**src/sv/tpa_pkg.sv**
```systemverilog
// Package for the tilt posture alert block: register map, event codes,
// configuration, state and result structs. No dependencies.
`default_nettype none

package tpa_pkg;

  localparam int unsigned AngleW = 12;
  localparam int unsigned MsW    = 16;
  localparam int unsigned TimeW  = 32;
  localparam int unsigned CntW   = 16;
  localparam int unsigned AddrW  = 5;
  localparam int unsigned DataW  = 32;

  typedef enum logic [2:0] {
    REG_THRESHOLD = 3'd0,
    REG_ONSET     = 3'd1,
    REG_WINDOW    = 3'd2,
    REG_CONTINUED = 3'd3,
    REG_CONFIRM   = 3'd4
  } reg_idx_t;

  typedef enum logic [1:0] {
    EV_NONE      = 2'd0,
    EV_SLOUCH    = 2'd1,
    EV_CONTINUED = 2'd2,
    EV_CORRECTED = 2'd3
  } event_t;

  localparam logic signed [AngleW-1:0] RstThreshold = 12'sd1120;
  localparam logic [MsW-1:0] RstOnset     = 16'd5000;
  localparam logic [MsW-1:0] RstWindow    = 16'd3000;
  localparam logic [MsW-1:0] RstContinued = 16'd20000;
  localparam logic [MsW-1:0] RstConfirm   = 16'd3000;
  localparam logic [CntW-1:0] CntMax      = '1;

  typedef struct packed {
    logic signed [AngleW-1:0] threshold;
    logic [MsW-1:0]           onset;
    logic [MsW-1:0]           window;
    logic [MsW-1:0]           continued;
    logic [MsW-1:0]           confirm;
  } cfg_t;

  typedef struct packed {
    logic             posture_ok;
    logic [TimeW-1:0] bad_since;
    logic             alert_sent;
    logic             confirming;
    logic [TimeW-1:0] confirm_since;
    logic             buzz_level;
    logic [CntW-1:0]  slouch_count;
  } state_t;

  typedef struct packed {
    logic                     buzzer_on;
    event_t                   event_code;
    logic signed [AngleW-1:0] event_angle;
    logic [CntW-1:0]          slouch_total;
  } result_t;

endpackage

`default_nettype wire

```
**src/sv/tpa_cfg.sv**
```systemverilog
// APB-style configuration registers for the tilt posture alert block.
// Depends on tpa_pkg.
`default_nettype none

module tpa_cfg
  import tpa_pkg::*;
(
  input  wire logic              clk,
  input  wire logic              rst_n,
  input  wire logic              psel,
  input  wire logic              penable,
  input  wire logic              pwrite,
  input  wire logic [AddrW-1:0]  paddr,
  input  wire logic [DataW-1:0]  pwdata,
  output logic      [DataW-1:0]  prdata,
  output logic                   pready,
  output cfg_t                   cfg
);

  cfg_t     cfg_r;
  cfg_t     cfg_nxt;
  reg_idx_t idx;
  logic     wr_en;

  assign idx    = reg_idx_t'(paddr[AddrW-1:2]);
  assign wr_en  = psel && penable && pwrite;
  assign pready = 1'b1;
  assign cfg    = cfg_r;

  always_comb begin
    cfg_nxt = cfg_r;
    if (wr_en) begin
      unique case (idx)
        REG_THRESHOLD: cfg_nxt.threshold = signed'(pwdata[AngleW-1:0]);
        REG_ONSET:     cfg_nxt.onset     = pwdata[MsW-1:0];
        REG_WINDOW:    cfg_nxt.window    = pwdata[MsW-1:0];
        REG_CONTINUED: cfg_nxt.continued = pwdata[MsW-1:0];
        REG_CONFIRM:   cfg_nxt.confirm   = pwdata[MsW-1:0];
        default:       cfg_nxt = cfg_r;
      endcase
    end
  end

  always_comb begin
    unique case (idx)
      REG_THRESHOLD: prdata = DataW'(signed'(cfg_r.threshold));
      REG_ONSET:     prdata = DataW'(cfg_r.onset);
      REG_WINDOW:    prdata = DataW'(cfg_r.window);
      REG_CONTINUED: prdata = DataW'(cfg_r.continued);
      REG_CONFIRM:   prdata = DataW'(cfg_r.confirm);
      default:       prdata = '0;
    endcase
  end

  always_ff @(posedge clk) begin
    if (!rst_n) begin
      cfg_r.threshold <= RstThreshold;
      cfg_r.onset     <= RstOnset;
      cfg_r.window    <= RstWindow;
      cfg_r.continued <= RstContinued;
      cfg_r.confirm   <= RstConfirm;
    end else begin
      cfg_r <= cfg_nxt;
    end
  end

endmodule

`default_nettype wire

```
**src/sv/tpa_step.sv**
```systemverilog
// Per-sample posture decision: next state and result from one sample.
// Purely combinational; depends on tpa_pkg.
`default_nettype none

module tpa_step
  import tpa_pkg::*;
(
  input  cfg_t                          cfg,
  input  state_t                        st,
  input  wire logic signed [AngleW-1:0] angle,
  input  wire logic [TimeW-1:0]         now,
  output state_t                        st_nxt,
  output result_t                       res
);

  logic             below;
  logic             above;
  logic [TimeW-1:0] elapsed;
  logic [MsW:0]     window_end;
  logic             in_window;
  logic             past_cont;
  logic [TimeW-1:0] confirm_base;
  logic             hold_met;
  event_t           ev;

  assign below        = angle < cfg.threshold;
  assign above        = angle > cfg.threshold;
  assign elapsed      = now - st.bad_since;
  assign window_end   = {1'b0, cfg.onset} + {1'b0, cfg.window};
  assign in_window    = (elapsed > TimeW'(cfg.onset)) && (elapsed < TimeW'(window_end));
  assign past_cont    = elapsed > TimeW'(cfg.continued);
  assign confirm_base = st.confirming ? st.confirm_since : now;
  assign hold_met     = (now - confirm_base) >= TimeW'(cfg.confirm);

  always_comb begin
    st_nxt = st;
    ev     = EV_NONE;
    if (below && st.posture_ok) begin
      st_nxt.posture_ok = 1'b0;
      st_nxt.bad_since  = now;
    end else if (below && in_window) begin
      st_nxt.buzz_level = 1'b1;
      if (!st.alert_sent) begin
        ev                = EV_SLOUCH;
        st_nxt.alert_sent = 1'b1;
        if (st.slouch_count != CntMax) begin
          st_nxt.slouch_count = st.slouch_count + CntW'(1);
        end
      end
    end else if (below && past_cont) begin
      st_nxt.buzz_level = 1'b1;
      st_nxt.confirming = 1'b0;
      if (!st.alert_sent) begin
        ev                = EV_CONTINUED;
        st_nxt.alert_sent = 1'b1;
      end
    end else if (above && !st.posture_ok) begin
      if (!st.confirming) begin
        st_nxt.confirm_since = now;
        st_nxt.confirming    = 1'b1;
        st_nxt.buzz_level    = 1'b0;
      end
      if (hold_met) begin
        st_nxt.posture_ok = 1'b1;
        st_nxt.confirming = 1'b0;
        st_nxt.alert_sent = 1'b0;
        ev                = EV_CORRECTED;
      end
    end else begin
      st_nxt.buzz_level = 1'b0;
      st_nxt.alert_sent = 1'b0;
    end
  end

  always_comb begin
    res.buzzer_on    = st_nxt.buzz_level;
    res.event_code   = ev;
    res.event_angle  = (ev != EV_NONE) ? angle : '0;
    res.slouch_total = st_nxt.slouch_count;
  end

endmodule

`default_nettype wire

```
**src/sv/tilt_posture_alert_fsm_unit.sv**
```systemverilog
// Top level of the tilt posture alert block: input register, state,
// result register. Depends on tpa_pkg, tpa_cfg and tpa_step.
//
//   channel | ports                                     | direction
//   --------+-------------------------------------------+----------
//   in      | in_valid/in_ready, in_angle_z, in_now_ms  | sample in
//   out     | out_valid/out_ready, out_* result fields  | result out
//   cfg     | psel/penable/pwrite/paddr/pwdata/prdata   | APB regs
//
// One item per cycle unless out_ready stalls; input reg, then result reg.
// The posture state updates when the input register moves into the result
// register, so consecutive samples see each other's state with no bubble.
// A stalled result holds the input register; in_ready falls only when both
// are full. Synchronous active-low reset restores register defaults.
`default_nettype none

module tilt_posture_alert_fsm_unit
  import tpa_pkg::*;
(
  input  wire logic                     clk,
  input  wire logic                     rst_n,
  input  wire logic                     in_valid,
  output logic                          in_ready,
  input  wire logic signed [AngleW-1:0] in_angle_z,
  input  wire logic [TimeW-1:0]         in_now_ms,
  output logic                          out_valid,
  input  wire logic                     out_ready,
  output logic                          out_buzzer_on,
  output logic [1:0]                    out_event_code,
  output logic signed [AngleW-1:0]      out_event_angle,
  output logic [CntW-1:0]               out_slouch_total,
  input  wire logic                     psel,
  input  wire logic                     penable,
  input  wire logic                     pwrite,
  input  wire logic [AddrW-1:0]         paddr,
  input  wire logic [DataW-1:0]         pwdata,
  output logic [DataW-1:0]              prdata,
  output logic                          pready
);

  cfg_t                     cfg;
  state_t                   st_r;
  state_t                   st_nxt;
  result_t                  res;
  result_t                  res_r;
  logic                     s1_valid_r;
  logic signed [AngleW-1:0] s1_angle_r;
  logic [TimeW-1:0]         s1_now_r;
  logic                     out_valid_r;
  logic                     advance;

  tpa_cfg u_cfg (
    .clk     (clk),
    .rst_n   (rst_n),
    .psel    (psel),
    .penable (penable),
    .pwrite  (pwrite),
    .paddr   (paddr),
    .pwdata  (pwdata),
    .prdata  (prdata),
    .pready  (pready),
    .cfg     (cfg)
  );

  tpa_step u_step (
    .cfg    (cfg),
    .st     (st_r),
    .angle  (s1_angle_r),
    .now    (s1_now_r),
    .st_nxt (st_nxt),
    .res    (res)
  );

  assign advance  = s1_valid_r && (!out_valid_r || out_ready);
  assign in_ready = !s1_valid_r || advance;

  always_ff @(posedge clk) begin
    if (!rst_n) begin
      s1_valid_r  <= 1'b0;
      out_valid_r <= 1'b0;
      st_r.posture_ok    <= 1'b1;
      st_r.bad_since     <= '0;
      st_r.alert_sent    <= 1'b1;
      st_r.confirming    <= 1'b0;
      st_r.confirm_since <= '0;
      st_r.buzz_level    <= 1'b0;
      st_r.slouch_count  <= '0;
    end else begin
      if (in_ready) begin
        s1_valid_r <= in_valid;
      end
      if (advance) begin
        out_valid_r <= 1'b1;
        st_r        <= st_nxt;
      end else if (out_ready) begin
        out_valid_r <= 1'b0;
      end
    end
  end

  always_ff @(posedge clk) begin
    if (in_ready && in_valid) begin
      s1_angle_r <= in_angle_z;
      s1_now_r   <= in_now_ms;
    end
    if (advance) begin
      res_r <= res;
    end
  end

  assign out_valid        = out_valid_r;
  assign out_buzzer_on    = res_r.buzzer_on;
  assign out_event_code   = res_r.event_code;
  assign out_event_angle  = res_r.event_angle;
  assign out_slouch_total = res_r.slouch_total;

endmodule

`default_nettype wire
```
**config.mk**
```make
export PLATFORM = sky130hd
export DESIGN_NAME = tilt_posture_alert_fsm_unit
export DESIGN_NICKNAME = d
export VERILOG_FILES = /design/src/sv/tpa_pkg.sv /design/src/sv/tpa_cfg.sv /design/src/sv/tpa_step.sv /design/src/sv/tilt_posture_alert_fsm_unit.sv
export SDC_FILE = /design/constraint.sdc
export NUM_CORES = 1
export LEC_CHECK = 0
export BUFFER_PORTS_ARGS = -buffer_cell sky130_fd_sc_hd__clkbuf_2
export CAP_MARGIN = 25
export CELL_PAD_IN_SITES_DETAIL_PLACEMENT = 1
export CELL_PAD_IN_SITES_GLOBAL_PLACEMENT = 2
export CORE_UTILIZATION = 38
export DETAILED_ROUTE_END_ITERATION = 6
export PLACE_DENSITY_LB_ADDON = 0.1
export SYNTH_ARGS = -nofsm -noshare
export SYNTH_HDL_FRONTEND = slang
export SYNTH_HIERARCHICAL = 1
export SYNTH_SLANG_ARGS = --single-unit
```
**constraint.sdc**
```tcl
create_clock -name clk -period 6.5 [get_ports clk]
set_input_delay 0.325 -clock clk [delete_from_list [all_inputs] [get_ports clk]]
set_output_delay 0.325 -clock clk [all_outputs]
set_load 0.01 [all_outputs]
```
==> impl_table.tex <==
\begin{tabular}{lr}
\hline
Metric & Value \\
\hline
\multicolumn{2}{l}{\textbf{Synthesis}} \\
Proportion of synthesized flip-flops having asynchronous set or reset & 0\% \\
Synthesis-stage register bit count & 237 \\
Post-synth top area cell & sky130\_fd\_sc\_hd\_\_dfxtp\_1 \\
Mapped Nets & 2261 \\
Biggest area contributors in the synthesized netlist & sky130\_fd\_sc\_hd\_\_dfxtp\_1, sky130\_fd\_sc\_hd\_\_edfxtp\_1, sky130\_fd\_sc\_hd\_\_mux2i\_1 \\
Sequential-to-total area share from yosys stat & 31.2\% \\
EDFF count, synth & 75 \\
Post-synthesis instance total & 2013 \\
Proportion of netlist area held by the largest area contributor & 18.4\% \\
Ys Warns & 6 \\
Post-synthesis cell type count & 93 \\
Dominant synthesized flop cell & sky130\_fd\_sc\_hd\_\_dfxtp\_1 \\
Average size of a mapped cell & 8.75 um2 \\
Summed instance area of the synthesized netlist & 0.0176 mm2 \\
\multicolumn{2}{l}{\textbf{Clocking}} \\
Resize count post-CTS & 0 \\
Clock Latency Late Sink & 0.56 ns \\
CTS root buf & sky130\_fd\_sc\_hd\_\_clkbuf\_16 \\
Total CTS buffers & 29 \\
CTS H-Tree Depth & 1 \\
Total number of clock tree sinks & 237 \\
TritonCTS clock tree & yes \\
Clock-pin slew on the worst setup and hold paths & 0.06 ns \\
Buffer depth of the longest clock path & 3 \\
\multicolumn{2}{l}{\textbf{Global route}} \\
Antenna violations before repair & 0 \\
Global-route congestion overflow total & 0 \\
Overall routing resource usage & 23.0\% \\
Via count of the first global-routing pass & 15500 \\
Largest net degree at the start of global routing & 103 \\
First-pass GRT wire length & 86.0 mm \\
\multicolumn{2}{l}{\textbf{Min path}} \\
Sink of the worst hold path & u\_cfg/cfg[73] \\
Hold/Removal Path Class & input pin to register \\
Worst Min Path Start & pwdata[9] \\
Number of cells on the worst hold path & 3 \\
\multicolumn{2}{l}{\textbf{Setup path}} \\
Slack of the worst reg-to-reg path & 0.55 ns \\
Endpoint kind of the worst setup timing path & register \\
Critical Setup Path Class & register to register \\
FF-to-FF Start & s1\_now\_r[0] \\
Type of element launching the critical path & register \\
CP Data Required Time & 6.98 ns \\
Number of cells traversed by the worst register-to-register path & 24 \\
Highest fanout seen on the critical path & 6 \\
Destination of the worst register-to-register timing path & st\_r[8] \\
WP data arrival & 6.44 ns \\
Launching element of the worst setup path & s1\_now\_r[0] \\
\multicolumn{2}{l}{\textbf{Detailed routing}} \\
Vias & 15000 \\
Total routed wirelength & 54.2 mm \\
Drt via density & 5.45 \\
Residual antenna-violating net count after detailed routing & 0 \\
Average routed wire per standard cell & 19.7 um \\
Number of iterations in the first detailed-routing pass & 5 \\
Residual DRC count & 0 \\
Starting DRT DRC Count & 671 \\
\multicolumn{2}{l}{\textbf{Final layout}} \\
Area growth from synthesis to layout & 12.8\% \\
Final \#Nets & 2374 \\
Layout fillers & 5327 \\
Share of final-layout standard cells stronger than drive strength 1 & 12.6\% \\
Util after Layout & 43.6\% \\
Count of placed standard cells in the final layout, fillers left out & 2748 \\
Diode count & 0 \\
\multicolumn{2}{l}{\textbf{Timing}} \\
Time the final worst path needs with I/O delays and setup & 5.95 ns \\
Final setup fails & 0 \\
Final number of hold-violating endpoints & 0 \\
Final worst path period share & 91.6\% \\
Final setup skew & 0.0146 ns \\
Setup total negative slack & 0 ns \\
Unrepaired setup endpoints after global routing & false \\
Slew @ Worst Pin & 0.998 ns \\
Final Hold Slack & 0.0650 ns \\
Maximum clock rate & 0.168 GHz \\
Max-slew headroom & 33.5\% \\
Number of pins with negative max-slew slack in the final report & 0 \\
\multicolumn{2}{l}{\textbf{Power and ir drop}} \\
Switching Share & 29.9\% \\
Switching power & 0.00126 W \\
Leakage power summed over all cells & 8.28 nW \\
Combinational share of power & 22.3\% \\
PwrDens & 211 mW/mm2 \\
Largest vdd supply drop & 0.000216 V \\
Internal power & 0.00295 W \\
Sequential group share of total power & 38.3\% \\
Clock group share of total power & 39.4\% \\
\multicolumn{2}{l}{\textbf{Floorplanning}} \\
Die Span Y & 217 um \\
I/O pin total & 154 \\
Die Footprint & 0.0472 mm2 \\
Number of placement rows & 78 \\
Horizontal extent of the die & 217 um \\
Initial Util & 38.7\% \\
Area of the core & 0.0456 mm2 \\
\multicolumn{2}{l}{\textbf{Placed design}} \\
Weighted congestion at the end of routability-driven global placement & 0.889 \\
Cell count after placement & 2649 \\
Number of buffers inserted by port buffering & 134 \\
HPWL reported at the end of detailed placement & 41.1 mm \\
\multicolumn{2}{l}{\textbf{Run}} \\
Max-cap violation count & 0 \\
\multicolumn{2}{l}{\textbf{Outcome}} \\
Status & finished clean \\
\hline
\end{tabular}
[through the flow]
| stage | setup slack [ns] | area [um2] | power, W |
|---|---|---|---|
| finish | 0.546 | 19900 | 0.00420 |
| global route | 0.0537 | 19900 | 0.00443 |
| CTS | 0.534 | 19800 | 0.00426 |
| detailed placement | 0.580 | 18400 | 0.00256 |
| global placement | 0.679 | 18400 | 0.00253 |
| floorplan | 1.49 | 17600 | 0.00229 |
[layout by cell type (no fill, tap or decap), types with 21 or more instances in the layout]
cell type	instances
sky130_fd_sc_hd__nand2_1	316
sky130_fd_sc_hd__mux2i_1	208
sky130_fd_sc_hd__dfxtp_1	161
sky130_fd_sc_hd__ha_1	157
sky130_fd_sc_hd__inv_1	134
sky130_fd_sc_hd__clkbuf_2	133
sky130_fd_sc_hd__a21oi_1	127
sky130_fd_sc_hd__nor2_1	91
sky130_fd_sc_hd__o21ai_0	78
sky130_fd_sc_hd__edfxtp_1	75
sky130_fd_sc_hd__dlygate4sd3_1	45
sky130_fd_sc_hd__nor2b_1	41
sky130_fd_sc_hd__mux2_2	38
sky130_fd_sc_hd__nor3_1	38
sky130_fd_sc_hd__a21o_1	36
sky130_fd_sc_hd__xnor2_1	36
sky130_fd_sc_hd__clkbuf_16	30
sky130_fd_sc_hd__xor2_1	29
sky130_fd_sc_hd__nand4_1	29
sky130_fd_sc_hd__nand3_1	27
sky130_fd_sc_hd__nand2b_1	23
sky130_fd_sc_hd__o211ai_1	21
[state kept, by name, summed over array words and instances, names as in the netlist]
name / flops
s1_now_r: 32
out_event_angle: 12
s1_angle_r: 12
u_cfg/cfg: 76
out_valid: 1
out_event_code: 2
out_buzzer_on: 1
st_r: 84
out_slouch_total: 16
s1_valid_r: 1
[critical path, stage by stage, from the launching register on]
cell,delay (ns)
sky130_fd_sc_hd__edfxtp_1,0.36
sky130_fd_sc_hd__inv_1,0.12
sky130_fd_sc_hd__ha_1,0.17
sky130_fd_sc_hd__inv_1,0.05
sky130_fd_sc_hd__fa_1,0.42
sky130_fd_sc_hd__a21oi_1,0.27
sky130_fd_sc_hd__o21ai_2,0.16
sky130_fd_sc_hd__a2111oi_4,0.54
sky130_fd_sc_hd__nor2_1,0.15
sky130_fd_sc_hd__xor2_1,0.16
sky130_fd_sc_hd__buf_4,0.16
sky130_fd_sc_hd__ha_1,0.27
sky130_fd_sc_hd__nand4_1,0.12
sky130_fd_sc_hd__nor3_1,0.36
sky130_fd_sc_hd__o221a_2,0.25
sky130_fd_sc_hd__o31a_1,0.17
sky130_fd_sc_hd__o31ai_1,0.12
sky130_fd_sc_hd__a221o_1,0.41
sky130_fd_sc_hd__a211oi_1,0.19
sky130_fd_sc_hd__nand4b_1,0.31
sky130_fd_sc_hd__buf_4,0.28
sky130_fd_sc_hd__nor4_1,0.37
sky130_fd_sc_hd__xor2_1,0.22
sky130_fd_sc_hd__nand2_1,0.07
sky130_fd_sc_hd__mux2i_1,0.15
[cell families after synthesis]
logic type | synth area share, %
buffers and inverters | 7.17
other | 0.0213
flip-flops | 31.2
adder cells (fa/ha/maj) | 11.5
AO/OA/AOI/OAI | 15.1
XOR/XNOR | 3.23
AND/OR/NAND/NOR | 17.6
multiplexers | 14.2
[worst max path at each step]
| stage | slack [ns] | depth (start not counted) | endpoint |
|---|---|---|---|
| 4_1_cts | 0.53 | 24 | st_r[8] |
| 6_report | 0.55 | 24 | st_r[8] |
| 5_1_grt | 0.05 | 27 | st_r[10] |
| 3_5_place_dp | 0.58 | 24 | st_r[10] |
| 3_3_place_gp | 0.68 | 24 | st_r[15] |
| 2_1_floorplan | 1.49 | 26 | st_r[83] |
[power groups by stage]
| stage | Combinational, W | Sequential, W | Clock [W] |
|---|---|---|---|
| after floorplan | 0.000660 | 0.00163 | 0 |
| after global placement | 0.000889 | 0.00164 | 0 |
| after detailed placement | 0.000914 | 0.00164 | 0 |
| after CTS | 0.000941 | 0.00161 | 0.00171 |
| after global routing | 0.00105 | 0.00162 | 0.00176 |
| final | 0.000938 | 0.00161 | 0.00165 |
[timing repair]
| action | 4_1_cts | 5_1_grt |
|---|---|---|
| setup buffers | 0 | 0 |
| hold buffers | 45 | 0 |
| endpoints found under the hold margin | 45 | 0 |
[Yosys cell counts (all sizes together) (4+ instances only)]
cell	instances
a211o	6
a211oi	17
a21boi	12
a21o	36
a21oi	127
a22oi	8
a31oi	12
and2	8
and3	14
buf	68
clkbuf	47
dfxtp	162
edfxtp	75
ha	157
inv	135
mux2	38
mux2i	208
nand2	316
nand2b	23
nand3	28
nand4	30
nand4b	6
nor2	92
nor2b	42
nor3	39
nor3b	7
nor4	13
nor4b	4
o2111ai	4
o211ai	21
o21a	17
o21ai	80
o221ai	5
o22ai	12
o31ai	11
or2	7
or3	5
xnor2	36
xor2	29
[final cells by class]
type | count | area [um2] | share of cell area (%)
Multi-Input combinational cell | 1526 | 10900 | 54.7
Sequential cell | 237 | 5500 | 27.7
Timing Repair Buffer | 197 | 1280 | 6.47
Clock buffer | 41 | 822 | 4.14
Tap cell | 600 | 751 | 3.78
Inverter | 135 | 507 | 2.55
Clock inverter | 12 | 143 | 0.718
[per-layer routing]
metal	vias up	share of wire [%]	track usage [%]
met1	7341	48	30.9
met5	-	0	0
met2	200	47	39.0
met3	55	3.2	3.09
li1	7380	-	-
met4	0	1.8	4.67
No activity file was read; power rests on OpenSTA's default activity.
